`config.mk`:
```
export PLATFORM = sky130hd
export DESIGN_NAME = bfnp_dist
export DESIGN_NICKNAME = d
export VERILOG_FILES = /design/src/hw/rtl/brute_force_nearest_point_defines.svh /design/src/hw/rtl/bfnp_pkg.sv /design/src/hw/rtl/bfnp_dist.sv
export SDC_FILE = /design/constraint.sdc
export NUM_CORES = 2
export LEC_CHECK = 0
export BUFFER_PORTS_ARGS = -buffer_cell sky130_fd_sc_hd__buf_4
export CORE_MARGIN = 2
export CORE_UTILIZATION = 55
export CTS_BUF_LIST = sky130_fd_sc_hd__clkbuf_16
export CTS_CLUSTER_DIAMETER = 150
export DETAILED_ROUTE_END_ITERATION = 8
export HOLD_SLACK_MARGIN = 0.15
export PLACE_DENSITY = 0.85
export SYNTH_ARGS = -nofsm -noshare
export SYNTH_HDL_FRONTEND = slang
export SYNTH_SLANG_ARGS = --single-unit
```
`constraint.sdc`:
```
create_clock -name clk -period 6.3 [get_ports clk]
set_clock_uncertainty 0.05 [all_clocks]
set_input_delay 0.63 -clock clk [delete_from_list [all_inputs] [get_ports clk]]
set_output_delay 0.63 -clock clk [all_outputs]
set_load 0.005 [all_outputs]
```
`src/hw/rtl/brute_force_nearest_point_defines.svh`:
```
// Assertion macros shared by the nearest-point search RTL.
// Included by files that carry concurrent checks; depends on nothing else.
`ifndef BRUTE_FORCE_NEAREST_POINT_DEFINES_SVH
`define BRUTE_FORCE_NEAREST_POINT_DEFINES_SVH

// Consequent must hold in the same cycle as the antecedent.
`define BFNP_ASSERT_IMP(lbl, clk, rstn, ante, cons) \
  lbl: assert property (@(posedge clk) disable iff (!rstn) (ante) |-> (cons)) \
    else $error("bfnp: same-cycle check failed");

// Consequent must hold in the cycle after the antecedent.
`define BFNP_ASSERT_NXT(lbl, clk, rstn, ante, cons) \
  lbl: assert property (@(posedge clk) disable iff (!rstn) (ante) |=> (cons)) \
    else $error("bfnp: next-cycle check failed");

`endif

```
`src/hw/rtl/bfnp_pkg.sv`:
```
// Shared types and constants of the nearest-point search block.
// Used by bfnp_dist and brute_force_nearest_point; depends on nothing.
package bfnp_pkg;

  localparam int COORD_W        = 16;
  localparam int INDEX_W        = 10;
  localparam int COUNT_W        = 11;
  localparam int DIST_W         = 34;
  localparam int SQ_W           = 2 * COORD_W;
  localparam int DEF_MAX_POINTS = 1024;

  localparam int IN_TDATA_W  = 64;
  localparam int OUT_TDATA_W = 96;

  localparam logic FUNC_STORE = 1'b0;
  localparam logic FUNC_QUERY = 1'b1;

  typedef struct packed {
    logic signed [COORD_W-1:0] z;
    logic signed [COORD_W-1:0] y;
    logic signed [COORD_W-1:0] x;
  } point_t;

  // Status of the distance pipeline as seen by the sequencer.
  typedef struct packed {
    logic valid;  // a finished distance is on the outputs
    logic busy;   // inner stages still hold points
  } dist_stat_t;

endpackage

```
`src/hw/rtl/bfnp_dist.sv`:
```
// Pipelined squared-distance unit: absolute differences, squares, sum.
// Depends on bfnp_pkg for point_t, dist_stat_t and field widths.
module bfnp_dist #(
  parameter int IDX_W = 10
) (
  input  logic                        clk,
  input  logic                        rst_n,
  input  logic                        in_valid,
  input  logic [IDX_W-1:0]            in_idx,
  input  bfnp_pkg::point_t            in_pt,
  input  bfnp_pkg::point_t            query,
  output bfnp_pkg::dist_stat_t        stat,
  output logic [IDX_W-1:0]            out_idx,
  output bfnp_pkg::point_t            out_pt,
  output logic [bfnp_pkg::DIST_W-1:0] out_dist
);

  localparam int CW = bfnp_pkg::COORD_W;

  logic                         s2_v_r, s3_v_r, s4_v_r;
  logic [IDX_W-1:0]             s2_idx_r, s3_idx_r, s4_idx_r;
  bfnp_pkg::point_t             s2_pt_r, s3_pt_r, s4_pt_r;
  logic [CW-1:0]                ad_x_nxt, ad_y_nxt, ad_z_nxt;
  logic [CW-1:0]                ad_x_r, ad_y_r, ad_z_r;
  logic [bfnp_pkg::SQ_W-1:0]    sq_x_r, sq_y_r, sq_z_r;
  logic [bfnp_pkg::DIST_W-1:0]  sum_r;

  function automatic logic [CW-1:0] abs_diff(logic signed [CW-1:0] a,
                                             logic signed [CW-1:0] b);
    logic signed [CW:0] d;
    d = {a[CW-1], a} - {b[CW-1], b};
    return d[CW] ? CW'(-d) : CW'(d);
  endfunction

  always_comb begin
    ad_x_nxt = abs_diff(in_pt.x, query.x);
    ad_y_nxt = abs_diff(in_pt.y, query.y);
    ad_z_nxt = abs_diff(in_pt.z, query.z);
  end

  always_ff @(posedge clk) begin
    if (!rst_n) begin
      s2_v_r <= 1'b0;
      s3_v_r <= 1'b0;
      s4_v_r <= 1'b0;
    end else begin
      s2_v_r <= in_valid;
      s3_v_r <= s2_v_r;
      s4_v_r <= s3_v_r;
    end
  end

  always_ff @(posedge clk) begin
    s2_idx_r <= in_idx;
    s2_pt_r  <= in_pt;
    ad_x_r   <= ad_x_nxt;
    ad_y_r   <= ad_y_nxt;
    ad_z_r   <= ad_z_nxt;
    s3_idx_r <= s2_idx_r;
    s3_pt_r  <= s2_pt_r;
    sq_x_r   <= bfnp_pkg::SQ_W'(ad_x_r) * bfnp_pkg::SQ_W'(ad_x_r);
    sq_y_r   <= bfnp_pkg::SQ_W'(ad_y_r) * bfnp_pkg::SQ_W'(ad_y_r);
    sq_z_r   <= bfnp_pkg::SQ_W'(ad_z_r) * bfnp_pkg::SQ_W'(ad_z_r);
    s4_idx_r <= s3_idx_r;
    s4_pt_r  <= s3_pt_r;
    // Three squares of 16-bit magnitudes always fit in 34 bits.
    sum_r    <= bfnp_pkg::DIST_W'(sq_x_r) + bfnp_pkg::DIST_W'(sq_y_r)
              + bfnp_pkg::DIST_W'(sq_z_r);
  end

  assign stat.valid = s4_v_r;
  assign stat.busy  = s2_v_r | s3_v_r;
  assign out_idx    = s4_idx_r;
  assign out_pt     = s4_pt_r;
  assign out_dist   = sum_r;

endmodule

```
Yosys cells after proc, flatten, opt, wreduce, memory -nomap -nowiden
Index checks and enable logic that the tools add are counted.

Add/subtract/negate cells: 8. Bitwise logic cells: 1. Mux-type cells: 3. Multiply operators: 3.

Operators by type and width (number): $mul 16x16->32 (3); $sub 16x16->17 (3); $mux 16 (3); $neg 16->16 (3); $add 33x32->34 (1); $add 32x32->33 (1); $or 1x1->1 (1).

Bits in registers: 355. Logic and storage cells: 37. Input bits: 109.

Depth between registers and ports, before layout
Word-level depth: 3. Mapped depth: 27. Gate-level depth less buffers: 25.

Worst setup path before layout
OpenSTA, ideal clock, no wires.

Kind: reg-to-reg. From: reg ad_z_r[1]. To: reg sq_z_r[31] (netlist bit). Data arrival time: 6.324 ns. Setup time: 0.072 ns. Slack: -0.146 ns. Clock period less this slack: 6.446 ns. Data required time: 6.178 ns. Stages on the path, launching flop included: 25. Cells stage by stage: dfxtp_1 > clkbuf_1 > clkbuf_1 > nand2_1 > fa_1 > fa_1 > inv_1 > fa_1 > fa_1 > fa_1 > inv_1 > fa_1 > inv_1 > ha_1 > clkbuf_1 > and4_1 > and4_1 > o21ai_0 > o211ai_1 > nor2_1 > o31ai_1 > or4b_2 > a31o_2 > a21oi_1 > xnor2_1.

Cells in the longest elaborated chain, start to end: 1.

Ends and longest elaborated chain: start: declaration (RTL line bfnp_dist.sv:24) `logic [CW-1:0] ad_x_r, ad_y_r, ad_z_r;`; start signal: assignment (RTL line bfnp_dist.sv:58) `ad_z_r <= ad_z_nxt;`; $mul 16x16->32 (RTL line bfnp_dist.sv:63) `sq_z_r <= bfnp_pkg::SQ_W'(ad_z_r) * bfnp_pkg::SQ_W'(ad_z_r);`; end signal: assignment (RTL line bfnp_dist.sv:63); end: declaration (RTL line bfnp_dist.sv:25) `logic [bfnp_pkg::SQ_W-1:0] sq_x_r, sq_y_r, sq_z_r;`.

No other way between the ends. A chain may end at the register's enable or synchronous reset.

Final worst setup path
From: reg ad_x_r[13]. To: reg sq_x_r[29] (netlist bit).

Cells in the longest elaborated chain, start to end: 1.

Ends and longest elaborated chain: start: declaration (RTL line bfnp_dist.sv:24); start signal: assignment (RTL line bfnp_dist.sv:56) `ad_x_r <= ad_x_nxt;`; $mul 16x16->32 (RTL line bfnp_dist.sv:61) `sq_x_r <= bfnp_pkg::SQ_W'(ad_x_r) * bfnp_pkg::SQ_W'(ad_x_r);`; end signal: assignment (RTL line bfnp_dist.sv:61); end: declaration (RTL line bfnp_dist.sv:25).

No other way between the ends.

==> impl_metrics.tcl <==
set metrics [dict create \
    outcome "finished, final reports clean" \
    holdWs_ns 0.221 \
    rows 91 \
    numPortBuffers 202 \
    grtUsageTotal 0.246 \
    setup_viol 0 \
    worst-r2r-cell-count 22 \
    place_ws_ns -0.139 \
    r2r_end "sq_x_r[29]$_DFF_P_" \
    dp_cells 4660 \
    drv_slew 0 \
    rsz0062_at_grt "yes" \
    core_area_um2 61400 \
    syn_to_final_growth_pct 17.2 \
    hold_path_class "in2reg" \
    dr.pass1.iters 6 \
    synth_top_area_frac 0.307 \
    setup_tns_ns 0 \
    clkSinkCount 352 \
    cpMaxStageDelayCell "fa_1" \
    fill_cells 4474 \
    reg2reg_setup_slack_ns 0.08 \
    via_count 25400 \
    dp_hpwl_mm 61.8 \
    ys.flop_type "dfxtp_1" \
    critical_path_class "reg2reg" \
    antenna_found_initial 0 \
    grt_pass1_wl_mm 127 \
    worstSetupStartpointType "register" \
    clk_pin_slew_ns 0.06 \
    pin_count 203 \
    fin_crit_sh 0.987 \
    relSlewSlack 0.249 \
    clk_path_buf_depth 3 \
    die_h_um 253 \
    clock_latency_ns 0.59 \
    cap_violations 0 \
    die-area_um2 63800 \
    crit_end "sq_x_r[29]$_DFF_P_" \
    synth_cells 3551 \
    htreeDepth 2 \
    cp_cell_sequence "buf_4 -> nand2_1 -> fa_1 -> inv_1 -> fa_1 -> fa_1 -> fa_1 -> fa_1 -> inv_1 -> fa_1 -> inv_1 -> ha_1 -> nand3_2 -> a21oi_2 -> o41ai_2 -> buf_4 -> a211oi_4 -> a21oi_2 -> a311o_1 -> o21bai_1 -> a21oi_1 -> xnor2_1" \
    start_util 0.554 \
    synthArstFlopShare 0 \
    hold_viol 0 \
    critical_path_depth 22 \
    ys_ff_latch 352 \
    cts_tree "built" \
    yosysTopAreaCell "fa_1" \
    crit_fanout 12 \
    worst_pin_slew_ns 1.13 \
    r2r-start "ad_x_r[13]$_DFF_P_" \
    synth_common_cells "823 x inv_1, 521 x fa_1, 383 x ha_1, 352 x dfxtp_1, 279 x nand2_1" \
    arrival_ns 6.61 \
    synth_edf_count 0 \
    drive_above_1_share 0.145 \
    grt_max_degree 19 \
    required_ns 6.70 \
    ys_warn_count 0 \
    drtIter0Drc 1653 \
    synth.distinct_cells 67 \
    viasPerCell 5.30 \
    post-route-min-period_ns 6.22 \
    grt_pass1_vias 27000 \
    critPathMaxStageDelay_ns 0.55 \
    cp-startpoint "ad_x_r[13]$_DFF_P_" \
    wire_per_inst_um 16.2 \
    critPathBufInv 5 \
    die_w_um 253 \
    clockRootBuffer "clkbuf_16" \
    critPathTopFamily "adder cells" \
    cts_made_buffers 39 \
    synth_most_common_cell "inv_1" \
    ant_nets 0 \
    synth_area_leaders "fa_1 31%, dfxtp_1 21%, ha_1 14%" \
    avgSynthCellArea_um2 9.57 \
    end_kind "register" \
    diodes 0 \
    synth_area_um2 34000 \
    place_congestion 0.920 \
    gr-total-overflow 0 \
    crit_top_cell "fa_1" \
    layout.nets 4991 \
    wirelength_mm 77.6 \
    yosysSeqAreaShare 0.207 \
    final_cells 4798 \
    drc 0 \
    max_freq_ghz 0.161 \
    layout_setup_ws_ns 0.0847 \
]
==> repair_timing <==
| action | in CTS | in global routing |
|---|---|---|
| hold buffers | 58 | 0 |
| buffers inserted | 1 | 8 |
| endpoints found under the setup margin | 12 | 28 |
| gates resized for setup | 30 | 85 |
| hold endpoints to repair | 58 | 0 |
| pin swaps | 8 | 43 |
==> cells in the final DEF (no fill, tap or decap), types with 28 or more instances in the layout <==
cell,netlist,routed
inv_1,823,822
fa_1,521,516
buf_4,1,389
ha_1,383,380
dfxtp_1,352,313
nand2_1,279,276
xnor2_1,145,144
and2_1,138,135
a21oi_1,144,134
nor2_1,133,131
o21ai_0,82,74
a21o_1,67,67
xor2_1,61,61
dlygate4sd3_1,0,58
clkbuf_16,0,40
o21a_1,33,33
nor2b_1,30,30
dfxtp_2,0,28
==> sequential cells by signal, indices dropped and copies added, names as in the netlist, 31 cells and up <==
signal	cells
s2_pt_r	48
sq_y_r	31
sq_x_r	31
s3_pt_r	48
sq_z_r	31
out_pt	48
out_dist	34
==> cell families (layout without fill, tap and decap cells) <==
| logic type | Yosys count | count (layout) | share of synthesized area |
|---|---|---|---|
| other cells | 1 | 3 | 0.000110 |
| xor+xnor | 206 | 206 | 0.0531 |
| compound gates | 464 | 464 | 0.0879 |
| flops | 352 | 352 | 0.207 |
| simple gates | 725 | 725 | 0.103 |
| mux | 7 | 7 | 0.00225 |
| buf+inv | 892 | 1347 | 0.0986 |
| fa+ha+maj | 904 | 904 | 0.448 |
==> layout make-up <==
type                    instances  area [um^2]  area share
multi-input cells            2309        23800       0.598
flip-flops and latches        352         7120       0.179
repair buffers                453         3590      0.0903
inverters                     823         3090      0.0776
clock buffers                  40         1000      0.0251
well taps                     790          988      0.0248
clock inverters                31          213     0.00534
==> worst min path at each step <==
| stage | startpoint | to | slack, ns | depth (start not counted) |
|---|---|---|---|---|
| 2_1_floorplan | s3_idx_r[0]$_DFF_P_ | out_idx[0]$_DFF_P_ | 0.26 | 0 |
| 3_3_place_gp | s3_pt_r[13]$_DFF_P_ | out_pt[13]$_DFF_P_ | 0.26 | 0 |
| 3_5_place_dp | s3_idx_r[5]$_DFF_P_ | out_idx[5]$_DFF_P_ | 0.26 | 0 |
| 4_1_cts | in_valid | s2_v_r$_SDFF_PN0_ | 0.19 | 2 |
| 5_1_grt | in_valid | s2_v_r$_SDFF_PN0_ | 0.21 | 2 |
| 6_report | in_valid | s2_v_r$_SDFF_PN0_ | 0.22 | 2 |
==> metrics by stage <==
step / area [um^2] / utilization
2_1_floorplan: 34000 / -
3_3_place_gp: 37700 / 0.614
3_5_place_dp: 37700 / 0.614
4_1_cts: 39500 / 0.644
5_1_grt: 39800 / 0.649
6_report: 39800 / 0.649
==> per-layer routing <==
metal  wire, um  global-route usage  share of wire  vias up
met2      39500               0.437           0.51      860
met3       4710              0.0363          0.061      225
met5          0                   0              0        -
met4       2970              0.0947          0.038        0
li1           -                   -              -    11900
met1      30400               0.301           0.39    12500
Power is left out: the tool's default activity adds up to more than one toggle a clock period on the data nets, which glitch-free logic cannot reach.
